==> src/hw/rtl/wmm_pkg.sv <==
// ----------------------------------------------------------------------------
// wmm_pkg
// Shared types, codes and the microcode table of the Winograd matrix
// multiply core.
// ----------------------------------------------------------------------------
package wmm_pkg;

    // defaults for the top-level parameters
    localparam int MAX_DIM_DEF    = 8;
    localparam int VALUE_BITS_DEF = 16;

    // fixed field widths
    localparam int CFG_W       = 4;
    localparam int CFG_IDX_W   = 2;
    localparam int IDX_FIELD_W = 3;
    localparam int ELEM_W      = 16;
    localparam int OUT_W       = 40;
    localparam int STEP_W      = 5;

    // command codes
    localparam logic [1:0] FUNC_LOAD_A  = 2'd0;
    localparam logic [1:0] FUNC_LOAD_B  = 2'd1;
    localparam logic [1:0] FUNC_COMPUTE = 2'd2;

    // configuration register indexes
    localparam logic [CFG_IDX_W-1:0] CFG_ROWS_A    = 2'd0;
    localparam logic [CFG_IDX_W-1:0] CFG_INNER_LEN = 2'd1;
    localparam logic [CFG_IDX_W-1:0] CFG_COLS_B    = 2'd2;

    // microprogram step addresses
    localparam logic [STEP_W-1:0] STEP_ROW_INIT  = 5'd0;
    localparam logic [STEP_W-1:0] STEP_ROW_RD0   = 5'd1;
    localparam logic [STEP_W-1:0] STEP_ROW_RD1   = 5'd2;
    localparam logic [STEP_W-1:0] STEP_ROW_LAT   = 5'd3;
    localparam logic [STEP_W-1:0] STEP_ROW_MUL   = 5'd4;
    localparam logic [STEP_W-1:0] STEP_ROW_ACC   = 5'd5;
    localparam logic [STEP_W-1:0] STEP_ROW_STORE = 5'd6;
    localparam logic [STEP_W-1:0] STEP_COL_INIT  = 5'd7;
    localparam logic [STEP_W-1:0] STEP_COL_RD0   = 5'd8;
    localparam logic [STEP_W-1:0] STEP_COL_RD1   = 5'd9;
    localparam logic [STEP_W-1:0] STEP_COL_LAT   = 5'd10;
    localparam logic [STEP_W-1:0] STEP_COL_MUL   = 5'd11;
    localparam logic [STEP_W-1:0] STEP_COL_ACC   = 5'd12;
    localparam logic [STEP_W-1:0] STEP_COL_STORE = 5'd13;
    localparam logic [STEP_W-1:0] STEP_ENT_INIT  = 5'd14;
    localparam logic [STEP_W-1:0] STEP_ENT_RD0   = 5'd15;
    localparam logic [STEP_W-1:0] STEP_ENT_RD1   = 5'd16;
    localparam logic [STEP_W-1:0] STEP_ENT_LAT   = 5'd17;
    localparam logic [STEP_W-1:0] STEP_ENT_MUL   = 5'd18;
    localparam logic [STEP_W-1:0] STEP_ENT_ACC   = 5'd19;
    localparam logic [STEP_W-1:0] STEP_ODD_RD    = 5'd20;
    localparam logic [STEP_W-1:0] STEP_ODD_LAT   = 5'd21;
    localparam logic [STEP_W-1:0] STEP_ODD_MUL   = 5'd22;
    localparam logic [STEP_W-1:0] STEP_ODD_ACC   = 5'd23;
    localparam logic [STEP_W-1:0] STEP_EMIT      = 5'd24;

    // command word
    typedef struct packed {
        logic [1:0]             func;
        logic [IDX_FIELD_W-1:0] elem_row;
        logic [IDX_FIELD_W-1:0] elem_col;
        logic signed [ELEM_W-1:0] elem_value;
    } t_in;

    // result word
    typedef struct packed {
        logic [IDX_FIELD_W-1:0]  out_row;
        logic [IDX_FIELD_W-1:0]  out_col;
        logic signed [OUT_W-1:0] out_value;
        logic                    last;
    } t_out;

    // operand register source
    typedef enum logic [1:0] {
        SRC_NONE = 2'd0,
        SRC_A    = 2'd1,
        SRC_B    = 2'd2,
        SRC_SUM  = 2'd3
    } t_src;

    // store index select: pair base, pair base plus one, last inner index
    typedef enum logic [1:0] {
        SEL_K    = 2'd0,
        SEL_K1   = 2'd1,
        SEL_LAST = 2'd2
    } t_asel;

    typedef enum logic [1:0] {
        ACC_HOLD = 2'd0,
        ACC_CLR  = 2'd1,
        ACC_ADD  = 2'd2,
        ACC_FACT = 2'd3
    } t_acc_op;

    typedef enum logic [1:0] {
        K_HOLD = 2'd0,
        K_CLR  = 2'd1,
        K_ADV  = 2'd2
    } t_k_op;

    typedef enum logic [1:0] {
        CNT_HOLD = 2'd0,
        CNT_ROW  = 2'd1,
        CNT_COL  = 2'd2,
        CNT_ENT  = 2'd3
    } t_cnt_op;

    typedef enum logic [1:0] {
        FW_NONE = 2'd0,
        FW_ROW  = 2'd1,
        FW_COL  = 2'd2
    } t_fw;

    typedef enum logic [2:0] {
        JC_NONE       = 3'd0,
        JC_NO_PAIRS   = 3'd1,
        JC_MORE_PAIRS = 3'd2,
        JC_M_EVEN     = 3'd3,
        JC_I_MORE     = 3'd4,
        JC_J_MORE     = 3'd5,
        JC_ENT_MORE   = 3'd6
    } t_jc;

    // one control word
    typedef struct packed {
        t_src              x_src;
        t_src              y_src;
        t_asel             a_sel;
        t_asel             b_sel;
        logic              mul;
        t_acc_op           acc_op;
        t_k_op             k_op;
        t_cnt_op           cnt_op;
        t_fw               fw;
        logic              emit;
        logic              fin;
        t_jc               jc;
        logic [STEP_W-1:0] target;
    } t_uop;

    // datapath status used by the jump logic
    typedef struct packed {
        logic no_pairs;
        logic more_pairs;
        logic m_even;
        logic i_more;
        logic j_more;
    } t_flags;

    // microprogram rom
    function automatic t_uop f_ucode(input logic [STEP_W-1:0] step);
        t_uop u;
        u = '0;
        unique case (step)
            // row factors: sum of a[i][k] * a[i][k+1] over pairs
            STEP_ROW_INIT: begin
                u.acc_op = ACC_CLR;
                u.k_op   = K_CLR;
                u.jc     = JC_NO_PAIRS;
                u.target = STEP_ROW_STORE;
            end
            STEP_ROW_RD0: begin
                u.a_sel = SEL_K;
            end
            STEP_ROW_RD1: begin
                u.a_sel = SEL_K1;
                u.x_src = SRC_A;
            end
            STEP_ROW_LAT: begin
                u.y_src = SRC_A;
            end
            STEP_ROW_MUL: begin
                u.mul = 1'b1;
            end
            STEP_ROW_ACC: begin
                u.acc_op = ACC_ADD;
                u.k_op   = K_ADV;
                u.jc     = JC_MORE_PAIRS;
                u.target = STEP_ROW_RD0;
            end
            STEP_ROW_STORE: begin
                u.fw     = FW_ROW;
                u.cnt_op = CNT_ROW;
                u.jc     = JC_I_MORE;
                u.target = STEP_ROW_INIT;
            end
            // column factors: sum of b[k][j] * b[k+1][j] over pairs
            STEP_COL_INIT: begin
                u.acc_op = ACC_CLR;
                u.k_op   = K_CLR;
                u.jc     = JC_NO_PAIRS;
                u.target = STEP_COL_STORE;
            end
            STEP_COL_RD0: begin
                u.b_sel = SEL_K;
            end
            STEP_COL_RD1: begin
                u.b_sel = SEL_K1;
                u.x_src = SRC_B;
            end
            STEP_COL_LAT: begin
                u.y_src = SRC_B;
            end
            STEP_COL_MUL: begin
                u.mul = 1'b1;
            end
            STEP_COL_ACC: begin
                u.acc_op = ACC_ADD;
                u.k_op   = K_ADV;
                u.jc     = JC_MORE_PAIRS;
                u.target = STEP_COL_RD0;
            end
            STEP_COL_STORE: begin
                u.fw     = FW_COL;
                u.cnt_op = CNT_COL;
                u.jc     = JC_J_MORE;
                u.target = STEP_COL_INIT;
            end
            // entries: pair terms minus both factors
            STEP_ENT_INIT: begin
                u.acc_op = ACC_FACT;
                u.k_op   = K_CLR;
                u.jc     = JC_NO_PAIRS;
                u.target = STEP_ODD_RD;
            end
            STEP_ENT_RD0: begin
                u.a_sel = SEL_K;
                u.b_sel = SEL_K1;
            end
            STEP_ENT_RD1: begin
                u.a_sel = SEL_K1;
                u.b_sel = SEL_K;
                u.x_src = SRC_SUM;
            end
            STEP_ENT_LAT: begin
                u.y_src = SRC_SUM;
            end
            STEP_ENT_MUL: begin
                u.mul = 1'b1;
            end
            STEP_ENT_ACC: begin
                u.acc_op = ACC_ADD;
                u.k_op   = K_ADV;
                u.jc     = JC_MORE_PAIRS;
                u.target = STEP_ENT_RD0;
            end
            // odd inner length: last column of a times last row of b
            STEP_ODD_RD: begin
                u.a_sel  = SEL_LAST;
                u.b_sel  = SEL_LAST;
                u.jc     = JC_M_EVEN;
                u.target = STEP_EMIT;
            end
            STEP_ODD_LAT: begin
                u.x_src = SRC_A;
                u.y_src = SRC_B;
            end
            STEP_ODD_MUL: begin
                u.mul = 1'b1;
            end
            STEP_ODD_ACC: begin
                u.acc_op = ACC_ADD;
            end
            STEP_EMIT: begin
                u.emit   = 1'b1;
                u.cnt_op = CNT_ENT;
                u.fin    = 1'b1;
                u.jc     = JC_ENT_MORE;
                u.target = STEP_ENT_INIT;
            end
            default: begin
                u.fin = 1'b1;
            end
        endcase
        return u;
    endfunction

endpackage

==> src/hw/rtl/wmm_ram.sv <==
// ----------------------------------------------------------------------------
// wmm_ram
// Generic single-write, single-read RAM with registered read data.
// ----------------------------------------------------------------------------
module wmm_ram #(
    parameter int WIDTH = 16,
    parameter int DEPTH = 64,
    localparam int AW   = $clog2(DEPTH)
) (
    input  logic             i_clk,
    input  logic             i_we,
    input  logic [AW-1:0]    i_waddr,
    input  logic [WIDTH-1:0] i_wdata,
    input  logic [AW-1:0]    i_raddr,
    output logic [WIDTH-1:0] o_rdata
);

    logic [WIDTH-1:0] r_mem [DEPTH];
    logic [WIDTH-1:0] r_rdata;

    // write port
    always_ff @(posedge i_clk) begin
        if (i_we) begin
            r_mem[i_waddr] <= i_wdata;
        end
    end

    // registered read port
    always_ff @(posedge i_clk) begin
        r_rdata <= r_mem[i_raddr];
    end

    assign o_rdata = r_rdata;

endmodule

==> src/hw/rtl/wmm_useq.sv <==
// ----------------------------------------------------------------------------
// wmm_useq
// Microcode sequencer: step counter, control rom and conditional jumps.
// ----------------------------------------------------------------------------
module wmm_useq import wmm_pkg::*; (
    input  logic   i_clk,
    input  logic   i_rst_n,
    input  logic   i_go,
    input  t_flags i_flags,
    output t_uop   o_uop,
    output logic   o_busy
);

    logic [STEP_W-1:0] r_step;
    logic [STEP_W-1:0] n_step;
    logic              r_busy;
    logic              n_busy;
    t_uop              uop;
    logic              taken;

    // current control word; the output masks it to a no-op while idle
    always_comb begin
        uop = f_ucode(r_step);
    end

    // jump condition
    always_comb begin
        unique case (uop.jc)
            JC_NONE:       taken = 1'b0;
            JC_NO_PAIRS:   taken = i_flags.no_pairs;
            JC_MORE_PAIRS: taken = i_flags.more_pairs;
            JC_M_EVEN:     taken = i_flags.m_even;
            JC_I_MORE:     taken = i_flags.i_more;
            JC_J_MORE:     taken = i_flags.j_more;
            JC_ENT_MORE:   taken = i_flags.i_more || i_flags.j_more;
            default:       taken = 1'b0;
        endcase
    end

    // next step and run flag
    always_comb begin
        n_step = r_step;
        n_busy = r_busy;
        if (r_busy) begin
            n_step = taken ? uop.target : r_step + STEP_W'(1);
            if (uop.fin && !taken) begin
                n_busy = 1'b0;
            end
        end else if (i_go) begin
            n_step = STEP_ROW_INIT;
            n_busy = 1'b1;
        end
    end

    always_ff @(posedge i_clk) begin
        if (!i_rst_n) begin
            r_step <= STEP_ROW_INIT;
            r_busy <= 1'b0;
        end else begin
            r_step <= n_step;
            r_busy <= n_busy;
        end
    end

    assign o_uop  = r_busy ? uop : t_uop'('0);
    assign o_busy = r_busy;

endmodule

==> src/hw/rtl/wmm_dpath.sv <==
// ----------------------------------------------------------------------------
// wmm_dpath
// Datapath: element stores, loop counters, operand registers, one
// multiplier, accumulator, factor registers and the result register.
// ----------------------------------------------------------------------------
module wmm_dpath import wmm_pkg::*; #(
    parameter int  MAX_DIM    = MAX_DIM_DEF,
    parameter int  VALUE_BITS = VALUE_BITS_DEF,
    localparam int IDX_W      = $clog2(MAX_DIM)
) (
    input  logic             i_clk,
    input  logic             i_rst_n,
    input  logic             i_load,
    input  t_in              i_cmd,
    input  logic             i_go,
    input  t_uop             i_uop,
    input  logic [IDX_W-1:0] i_rows_last,
    input  logic [IDX_W-1:0] i_inner_last,
    input  logic [IDX_W-1:0] i_cols_last,
    output t_flags           o_flags,
    output logic             o_strobe,
    output t_out             o_result
);

    localparam int ADDR_W = 2 * IDX_W;
    localparam int DEPTH  = 1 << ADDR_W;
    localparam int OPND_W = VALUE_BITS + 1;
    localparam int PROD_W = 2 * OPND_W;
    localparam logic [IDX_FIELD_W:0] DIM_LIM = (IDX_FIELD_W + 1)'(MAX_DIM);

    logic                     we_a;
    logic                     we_b;
    logic                     in_range;
    logic [ADDR_W-1:0]        waddr;
    logic [VALUE_BITS-1:0]    wdata;
    logic [ADDR_W-1:0]        raddr_a;
    logic [ADDR_W-1:0]        raddr_b;
    logic [VALUE_BITS-1:0]    rdata_a;
    logic [VALUE_BITS-1:0]    rdata_b;
    logic [IDX_W-1:0]         a_col;
    logic [IDX_W-1:0]         b_row;

    logic [IDX_W-1:0]         r_i;
    logic [IDX_W-1:0]         n_i;
    logic [IDX_W-1:0]         r_j;
    logic [IDX_W-1:0]         n_j;
    logic [IDX_W-1:0]         r_k;
    logic [IDX_W-1:0]         n_k;

    logic signed [OPND_W-1:0] a_val;
    logic signed [OPND_W-1:0] b_val;
    logic signed [OPND_W-1:0] sum_val;
    logic signed [OPND_W-1:0] r_x;
    logic signed [OPND_W-1:0] r_y;
    logic signed [PROD_W-1:0] r_prod;
    logic signed [OUT_W-1:0]  r_acc;
    logic signed [OUT_W-1:0]  n_acc;
    logic signed [OUT_W-1:0]  r_rowf [MAX_DIM];
    logic signed [OUT_W-1:0]  r_colf [MAX_DIM];

    logic                     r_strobe;
    t_out                     r_result;
    t_flags                   flags;

    // load decode, out-of-range indexes are dropped
    assign in_range = ({1'b0, i_cmd.elem_row} < DIM_LIM) && ({1'b0, i_cmd.elem_col} < DIM_LIM);
    assign we_a     = i_load && (i_cmd.func == FUNC_LOAD_A) && in_range;
    assign we_b     = i_load && (i_cmd.func == FUNC_LOAD_B) && in_range;
    assign waddr    = {i_cmd.elem_row[IDX_W-1:0], i_cmd.elem_col[IDX_W-1:0]};
    assign wdata    = VALUE_BITS'($unsigned(i_cmd.elem_value));

    // store index select
    always_comb begin
        case (i_uop.a_sel)
            SEL_K:    a_col = r_k;
            SEL_K1:   a_col = r_k + IDX_W'(1);
            SEL_LAST: a_col = i_inner_last;
            default:  a_col = r_k;
        endcase
        case (i_uop.b_sel)
            SEL_K:    b_row = r_k;
            SEL_K1:   b_row = r_k + IDX_W'(1);
            SEL_LAST: b_row = i_inner_last;
            default:  b_row = r_k;
        endcase
    end

    assign raddr_a = {r_i, a_col};
    assign raddr_b = {b_row, r_j};

    // left matrix store, row-major
    wmm_ram #(
        .WIDTH (VALUE_BITS),
        .DEPTH (DEPTH)
    ) u_left (
        .i_clk   (i_clk),
        .i_we    (we_a),
        .i_waddr (waddr),
        .i_wdata (wdata),
        .i_raddr (raddr_a),
        .o_rdata (rdata_a)
    );

    // right matrix store, row-major
    wmm_ram #(
        .WIDTH (VALUE_BITS),
        .DEPTH (DEPTH)
    ) u_right (
        .i_clk   (i_clk),
        .i_we    (we_b),
        .i_waddr (waddr),
        .i_wdata (wdata),
        .i_raddr (raddr_b),
        .o_rdata (rdata_b)
    );

    // operands, one bit wider to hold a pair sum
    assign a_val   = OPND_W'($signed(rdata_a));
    assign b_val   = OPND_W'($signed(rdata_b));
    assign sum_val = a_val + b_val;

    // operand registers and the shared multiplier
    always_ff @(posedge i_clk) begin
        case (i_uop.x_src)
            SRC_A:   r_x <= a_val;
            SRC_B:   r_x <= b_val;
            SRC_SUM: r_x <= sum_val;
            default: r_x <= r_x;
        endcase
        case (i_uop.y_src)
            SRC_A:   r_y <= a_val;
            SRC_B:   r_y <= b_val;
            SRC_SUM: r_y <= sum_val;
            default: r_y <= r_y;
        endcase
        if (i_uop.mul) begin
            r_prod <= r_x * r_y;
        end
    end

    // accumulator, wraps modulo the result width
    always_comb begin
        case (i_uop.acc_op)
            ACC_CLR:  n_acc = '0;
            ACC_ADD:  n_acc = r_acc + OUT_W'(r_prod);
            ACC_FACT: n_acc = -r_rowf[r_i] - r_colf[r_j];
            default:  n_acc = r_acc;
        endcase
    end

    // factor registers and accumulator
    always_ff @(posedge i_clk) begin
        r_acc <= n_acc;
        if (i_uop.fw == FW_ROW) begin
            r_rowf[r_i] <= r_acc;
        end
        if (i_uop.fw == FW_COL) begin
            r_colf[r_j] <= r_acc;
        end
    end

    // loop status
    assign flags.no_pairs   = (i_inner_last == '0);
    assign flags.more_pairs = ({1'b0, r_k} + (IDX_W + 1)'(3)) <= {1'b0, i_inner_last};
    assign flags.m_even     = i_inner_last[0];
    assign flags.i_more     = (r_i != i_rows_last);
    assign flags.j_more     = (r_j != i_cols_last);

    // loop counters
    always_comb begin
        n_i = r_i;
        n_j = r_j;
        n_k = r_k;
        case (i_uop.k_op)
            K_CLR:   n_k = '0;
            K_ADV:   n_k = r_k + IDX_W'(2);
            default: n_k = r_k;
        endcase
        case (i_uop.cnt_op)
            CNT_ROW: n_i = flags.i_more ? r_i + IDX_W'(1) : '0;
            CNT_COL: n_j = flags.j_more ? r_j + IDX_W'(1) : '0;
            CNT_ENT: begin
                if (flags.j_more) begin
                    n_j = r_j + IDX_W'(1);
                end else begin
                    n_j = '0;
                    n_i = flags.i_more ? r_i + IDX_W'(1) : '0;
                end
            end
            default: begin
                n_i = r_i;
                n_j = r_j;
            end
        endcase
        if (i_go) begin
            n_i = '0;
            n_j = '0;
        end
    end

    always_ff @(posedge i_clk) begin
        if (!i_rst_n) begin
            r_i      <= '0;
            r_j      <= '0;
            r_k      <= '0;
            r_strobe <= 1'b0;
        end else begin
            r_i      <= n_i;
            r_j      <= n_j;
            r_k      <= n_k;
            r_strobe <= i_uop.emit;
        end
    end

    // result register
    always_ff @(posedge i_clk) begin
        if (i_uop.emit) begin
            r_result.out_row   <= IDX_FIELD_W'(r_i);
            r_result.out_col   <= IDX_FIELD_W'(r_j);
            r_result.out_value <= r_acc;
            r_result.last      <= !flags.i_more && !flags.j_more;
        end
    end

    assign o_flags  = flags;
    assign o_strobe = r_strobe;
    assign o_result = r_result;

endmodule

==> src/hw/rtl/winograd_matrix_multiply_core.sv <==
// ----------------------------------------------------------------------------
// winograd_matrix_multiply_core
// Loads two matrices element by element and, on a compute command, emits
// their product in row-major order using Winograd's pair products.
// ----------------------------------------------------------------------------
//
// channel  dir  handshake                    word
// -------  ---  ---------------------------  --------------------------------
// command  in   start && !busy               i_cmd   (t_in)
// config   in   i_cfg_valid && o_cfg_ready   i_cfg_index, i_cfg_data
// result   out  o_strobe, one cycle each     o_result (t_out)
//
// Loads may follow back to back and busy stays low. A compute holds busy
// while the microprogram walks the stores through one shared multiplier.
// Results leave in the cycle after their emit step and cannot be held off.
// Synchronous active-low reset; the stores are not cleared.
//
module winograd_matrix_multiply_core import wmm_pkg::*; #(
    parameter int  MAX_DIM    = MAX_DIM_DEF,
    parameter int  VALUE_BITS = VALUE_BITS_DEF,
    localparam int IDX_W      = $clog2(MAX_DIM)
) (
    input  logic                 i_clk,
    input  logic                 i_rst_n,
    input  logic                 start,
    input  t_in                  i_cmd,
    output logic                 busy,
    input  logic                 i_cfg_valid,
    input  logic [CFG_IDX_W-1:0] i_cfg_index,
    input  logic [CFG_W-1:0]     i_cfg_data,
    output logic                 o_cfg_ready,
    output logic                 o_strobe,
    output t_out                 o_result
);

    logic [IDX_W-1:0] r_rows_last;
    logic [IDX_W-1:0] r_inner_last;
    logic [IDX_W-1:0] r_cols_last;
    logic             accept;
    logic             go;
    t_uop             uop;
    t_flags           flags;

    // dimension register to last index, clamped to 1..MAX_DIM
    function automatic logic [IDX_W-1:0] f_last(input logic [CFG_W-1:0] v);
        logic [IDX_W-1:0] res;
        if (v == '0) begin
            res = '0;
        end else if (v > CFG_W'(MAX_DIM)) begin
            res = IDX_W'(MAX_DIM - 1);
        end else begin
            res = IDX_W'(v - CFG_W'(1));
        end
        return res;
    endfunction

    // configuration registers
    always_ff @(posedge i_clk) begin
        if (!i_rst_n) begin
            r_rows_last  <= IDX_W'(MAX_DIM - 1);
            r_inner_last <= IDX_W'(MAX_DIM - 1);
            r_cols_last  <= IDX_W'(MAX_DIM - 1);
        end else if (i_cfg_valid) begin
            unique case (i_cfg_index)
                CFG_ROWS_A:    r_rows_last  <= f_last(i_cfg_data);
                CFG_INNER_LEN: r_inner_last <= f_last(i_cfg_data);
                CFG_COLS_B:    r_cols_last  <= f_last(i_cfg_data);
                default: begin
                end
            endcase
        end
    end

    assign o_cfg_ready = 1'b1;

    // command accept
    assign accept = start && !busy;
    assign go     = accept && (i_cmd.func == FUNC_COMPUTE);

    wmm_useq u_useq (
        .i_clk   (i_clk),
        .i_rst_n (i_rst_n),
        .i_go    (go),
        .i_flags (flags),
        .o_uop   (uop),
        .o_busy  (busy)
    );

    wmm_dpath #(
        .MAX_DIM    (MAX_DIM),
        .VALUE_BITS (VALUE_BITS)
    ) u_dpath (
        .i_clk        (i_clk),
        .i_rst_n      (i_rst_n),
        .i_load       (accept),
        .i_cmd        (i_cmd),
        .i_go         (go),
        .i_uop        (uop),
        .i_rows_last  (r_rows_last),
        .i_inner_last (r_inner_last),
        .i_cols_last  (r_cols_last),
        .o_flags      (flags),
        .o_strobe     (o_strobe),
        .o_result     (o_result)
    );

    // results come only out of a running compute
    a_strobe_from_run: assert property (@(posedge i_clk) disable iff (!i_rst_n)
        o_strobe |-> $past(busy))
        else $error("result word without a running compute");

    // the final word ends the compute
    a_last_ends_run: assert property (@(posedge i_clk) disable iff (!i_rst_n)
        (o_strobe && o_result.last) |-> !busy)
        else $error("busy still high after the final word");

    // words before the final one leave the compute running
    a_mid_keeps_run: assert property (@(posedge i_clk) disable iff (!i_rst_n)
        (o_strobe && !o_result.last) |-> busy)
        else $error("compute ended before the final word");

    // only a compute command starts a run
    a_run_from_cmd: assert property (@(posedge i_clk) disable iff (!i_rst_n)
        $rose(busy) |-> $past(start && (i_cmd.func == FUNC_COMPUTE)))
        else $error("busy rose without a compute command");

endmodule
==> config.mk <==
export PLATFORM = sky130hd
export DESIGN_NAME = winograd_matrix_multiply_core
export DESIGN_NICKNAME = d
export VERILOG_FILES = /design/src/hw/rtl/wmm_pkg.sv /design/src/hw/rtl/wmm_ram.sv /design/src/hw/rtl/wmm_useq.sv /design/src/hw/rtl/wmm_dpath.sv /design/src/hw/rtl/winograd_matrix_multiply_core.sv
export SDC_FILE = /design/constraint.sdc
export NUM_CORES = 2
export LEC_CHECK = 0
export ABC_AREA = 1
export BUFFER_PORTS_ARGS = -buffer_cell sky130_fd_sc_hd__buf_2
export CAP_MARGIN = 20
export CORE_MARGIN = 2
export CORE_UTILIZATION = 30
export CTS_CLUSTER_DIAMETER = 50
export DETAILED_ROUTE_END_ITERATION = 10
export GPL_TIMING_DRIVEN = 0
export HOLD_SLACK_MARGIN = 0.12
export SLEW_MARGIN = 25
export SYNTH_ARGS = -nofsm -noshare
export SYNTH_HDL_FRONTEND = slang
export SYNTH_HIERARCHICAL = 1
export SYNTH_SLANG_ARGS = --single-unit
==> constraint.sdc <==
create_clock -name i_clk -period 7.6 [get_ports i_clk]
set_clock_uncertainty 0.05 [all_clocks]
set_input_delay 1.14 -clock i_clk [delete_from_list [all_inputs] [get_ports i_clk]]
set_output_delay 1.14 -clock i_clk [all_outputs]
set_load 0.005 [all_outputs]
==> run_results.csv <==
group,metric,value,unit
run_status,outcome,"finished, final reports clean",
timing,setup_tns,0,ns
power_and_ir_drop,internal_power,26.7,mW
timing,worst_pin_slew,1.16,ns
global_routing,use_met1,25.6,%
floorplanning,design.portCount,84,
timing,fmax,137,MHz
critical_path,arrival,7.80,ns
cells_and_area,num-nets-final,13548,
power_and_ir_drop,switching_share,21.3,%
clocking,cts_tree,"built",
global_routing,met2_usage,30.7,%
logic_synthesis,syn-num-nets,12950,
placed_design,gp_congestion,0.953,
cells_and_area,layout-drive-gt1-share,10.9,%
placed_design,dp.cells,18616,
placed_design,pre_cts_slack,0.418,ns
floorplanning,fp-row-count,247,
clocking,root_buffer,"clkbuf_16",
clocking,worst_skew_pair.late_latency,0.96,ns
placed_design,dp_hpwl,319000,µm
timing,period_share,95.9,%
placed_design,portBuffers,79,
floorplanning,die_h,677,µm
power_and_ir_drop,clock_power_share,46.3,%
global_routing,grt-busiest-layer,"met2",
timing,finalCriticalPeriod,7.29,ns
global_routing,grt_pass1_wl,643000,µm
timing,hold_viol,0,
critical_path,cp.required,8.11,ns
timing,layout_setup_ws,0.312,ns
global_routing,antenna_found_initial,19,
power_and_ir_drop,total_leakage_power,59.7,nW
critical_path,start_kind,"flop",
timing,rsz0062_at_grt,"no",
timing,slew_viol_final,0,
critical_path,endpoint_kind,"flop",
logic_synthesis,postSynthAreaPerCell,11.0,µm²
detailed_routing,num_vias,97753,
detailed_routing,drt_iter0_drc,10924,
global_routing,grt_usage,19.0,%
logic_synthesis,ys_warn_count,6,
floorplanning,dieArea,458000,µm²
global_routing,grt-ovfl-total,0,
detailed_routing,drt_wl_total,451000,µm
clocking,clk_pin_slew,0.06,ns
timing,relSlewSlack,22.8,%
detailed_routing,drt-wirelength-per-cell,23.4,µm
detailed_routing,drc,0,
clocking,cts_sinks,2905,
logic_synthesis,syn_inst,12383,
floorplanning,die_x,677,µm
global_routing,grt_pass1_vias,93254,
floorplanning,start_util,30.1,%
power_and_ir_drop,p_per_area,214,nW/µm²
detailed_routing,vias_per_cell,5.08,
clocking,clock_path_buffers,4,
power_and_ir_drop,combinationalPowerShare,1.6,%
detailed_routing,dr.pass1.iters,8,
critical_path,worstSetupPathType,"flop to flop",
power_and_ir_drop,p_sw,7.20,mW
critical_path,cp_max_fo,10,
cells_and_area,syn2layout_area_growth,16.3,%
power_and_ir_drop,seq_power_share,52.1,%
global_routing,grt_max_degree,89,
timing,setup_viol,0,
global_routing,use_met3,2.77,%
detailed_routing,postRouteAntennaNets,0,
cells_and_area,final_cells,19249,
clocking,cts-buffers-inserted,336,
run,cap_viol_max_count,0,
power_and_ir_drop,ir_drop,0.173,mV
timing,hold-worst-slack,0.441,ns
floorplanning,core,452000,µm²
worst_hold_path,hold_path.class,"flop to flop",
logic_synthesis,synth_area,136000,µm²
clocking,htree_levels,5,
critical_path,reg2reg_slack,0.31,ns
==> worst max-delay path: stages, from the launching register on <==
cell	delay (ns)
edfxtp_1	0.33
clkbuf_1	0.58
clkdlybuf4s15_1	0.74
nand2_1	0.15
fa_1	0.50
fa_1	0.56
inv_1	0.06
fa_1	0.51
fa_1	0.52
fa_1	0.55
inv_1	0.05
fa_1	0.64
inv_1	0.07
ha_1	0.38
a21oi_1	0.30
o21ai_0	0.15
a21oi_1	0.27
nor3_1	0.08
nor2_1	0.15
nand2_1	0.07
nand2_1	0.07
nand2_1	0.11
==> per-stage QoR <==
step	power (mW)	instance area [µm²]	util, %
after floorplan	18.1	136000	-
after global placement	18.5	144000	31.8
after detailed placement	18.5	147000	32.6
after CTS	34.1	158000	34.9
after global routing	34.7	158000	35.0
final	33.9	158000	35.0
==> flip-flops by register name (all words and copies together) (netlist names), 2 cells and up, named ones only <==
signal                   count
u_dpath/r_x                 17
u_dpath/r_rowf             320
u_dpath/r_j                  3
u_dpath/r_colf             320
r_inner_last                 3
u_dpath/r_k                  2
u_dpath/r_acc               40
u_dpath/u_left/o_rdata      16
u_dpath/u_right/o_rdata     16
u_dpath/r_i                  3
r_rows_last                  3
u_dpath/u_right/r_mem     1024
u_useq/r_step                5
r_cols_last                  3
u_dpath/o_result            47
u_dpath/r_prod              34
u_dpath/u_left/r_mem      1024
u_dpath/r_y                 17
==> layout by cell type (no fill, tap or decap), types with 30 or more instances in the layout <==
cell       count
edfxtp_1    2843
o221ai_1      92
nor2_1       537
o22ai_1       86
nand2_1     3698
clkinv_2      34
dfxtp_1       62
buf_1         42
nor2_2        82
nor2_4        77
clkbuf_1     285
buf_6        149
nand3_1     1933
o21ai_1       59
o21ai_0      395
ha_1         233
a21oi_1      138
xor2_1        30
buf_2        370
buf_8         43
nand4_1       40
inv_1        827
buf_4         57
clkinv_1      51
clkbuf_16    341
fa_1         300
xnor2_1       34
buf_16        41
==> layout make-up <==
type | instances | area [µm²]
clock inverter | 168 | 1710
fill | 44511 | 294000
tap | 5976 | 7480
clock buffer | 435 | 8900
sequential | 2905 | 86600
antenna | 27 | 67.6
multi-input combinational | 7964 | 42900
buffer | 657 | 3790
timing repair buffer | 260 | 3210
inverter | 857 | 3240
==> per-layer routing <==
metal / part of all wire, % / vias to the layer above
li1: - / 43789
met1: 41 / 48555
met2: 46 / 4559
met3: 8.6 / 838
met4: 4.4 / 12
met5: 0.016 / -
==> repair_timing <==
item	in CTS	in global routing
setup endpoints to repair	0	1
hold buffers	0	0
gates resized for setup	0	2
setup buffers	0	0
==> power by group through the flow <==
stage | Clock, mW | Combinational, mW | Sequential (mW)
2_1_floorplan | 0 | 0.167 | 17.9
3_3_place_gp | 0 | 0.489 | 18.0
3_5_place_dp | 0 | 0.558 | 18.0
4_1_cts | 15.9 | 0.559 | 17.6
5_1_grt | 16.5 | 0.597 | 17.6
6_report | 15.7 | 0.558 | 17.6
==> worst paths after layout <==
kind | startpoint | end | cells after the start
worst max-delay path | u_dpath/r_x[2] | u_dpath/r_prod[31] | 21
worst min-delay path | r_rows_last[0] | r_rows_last[0] | 2
worst max register to register | u_dpath/r_x[2] | u_dpath/r_prod[31] | 21
worst min register to register | r_rows_last[0] | r_rows_last[0] | 2
No activity file was read; power rests on OpenSTA's default activity.
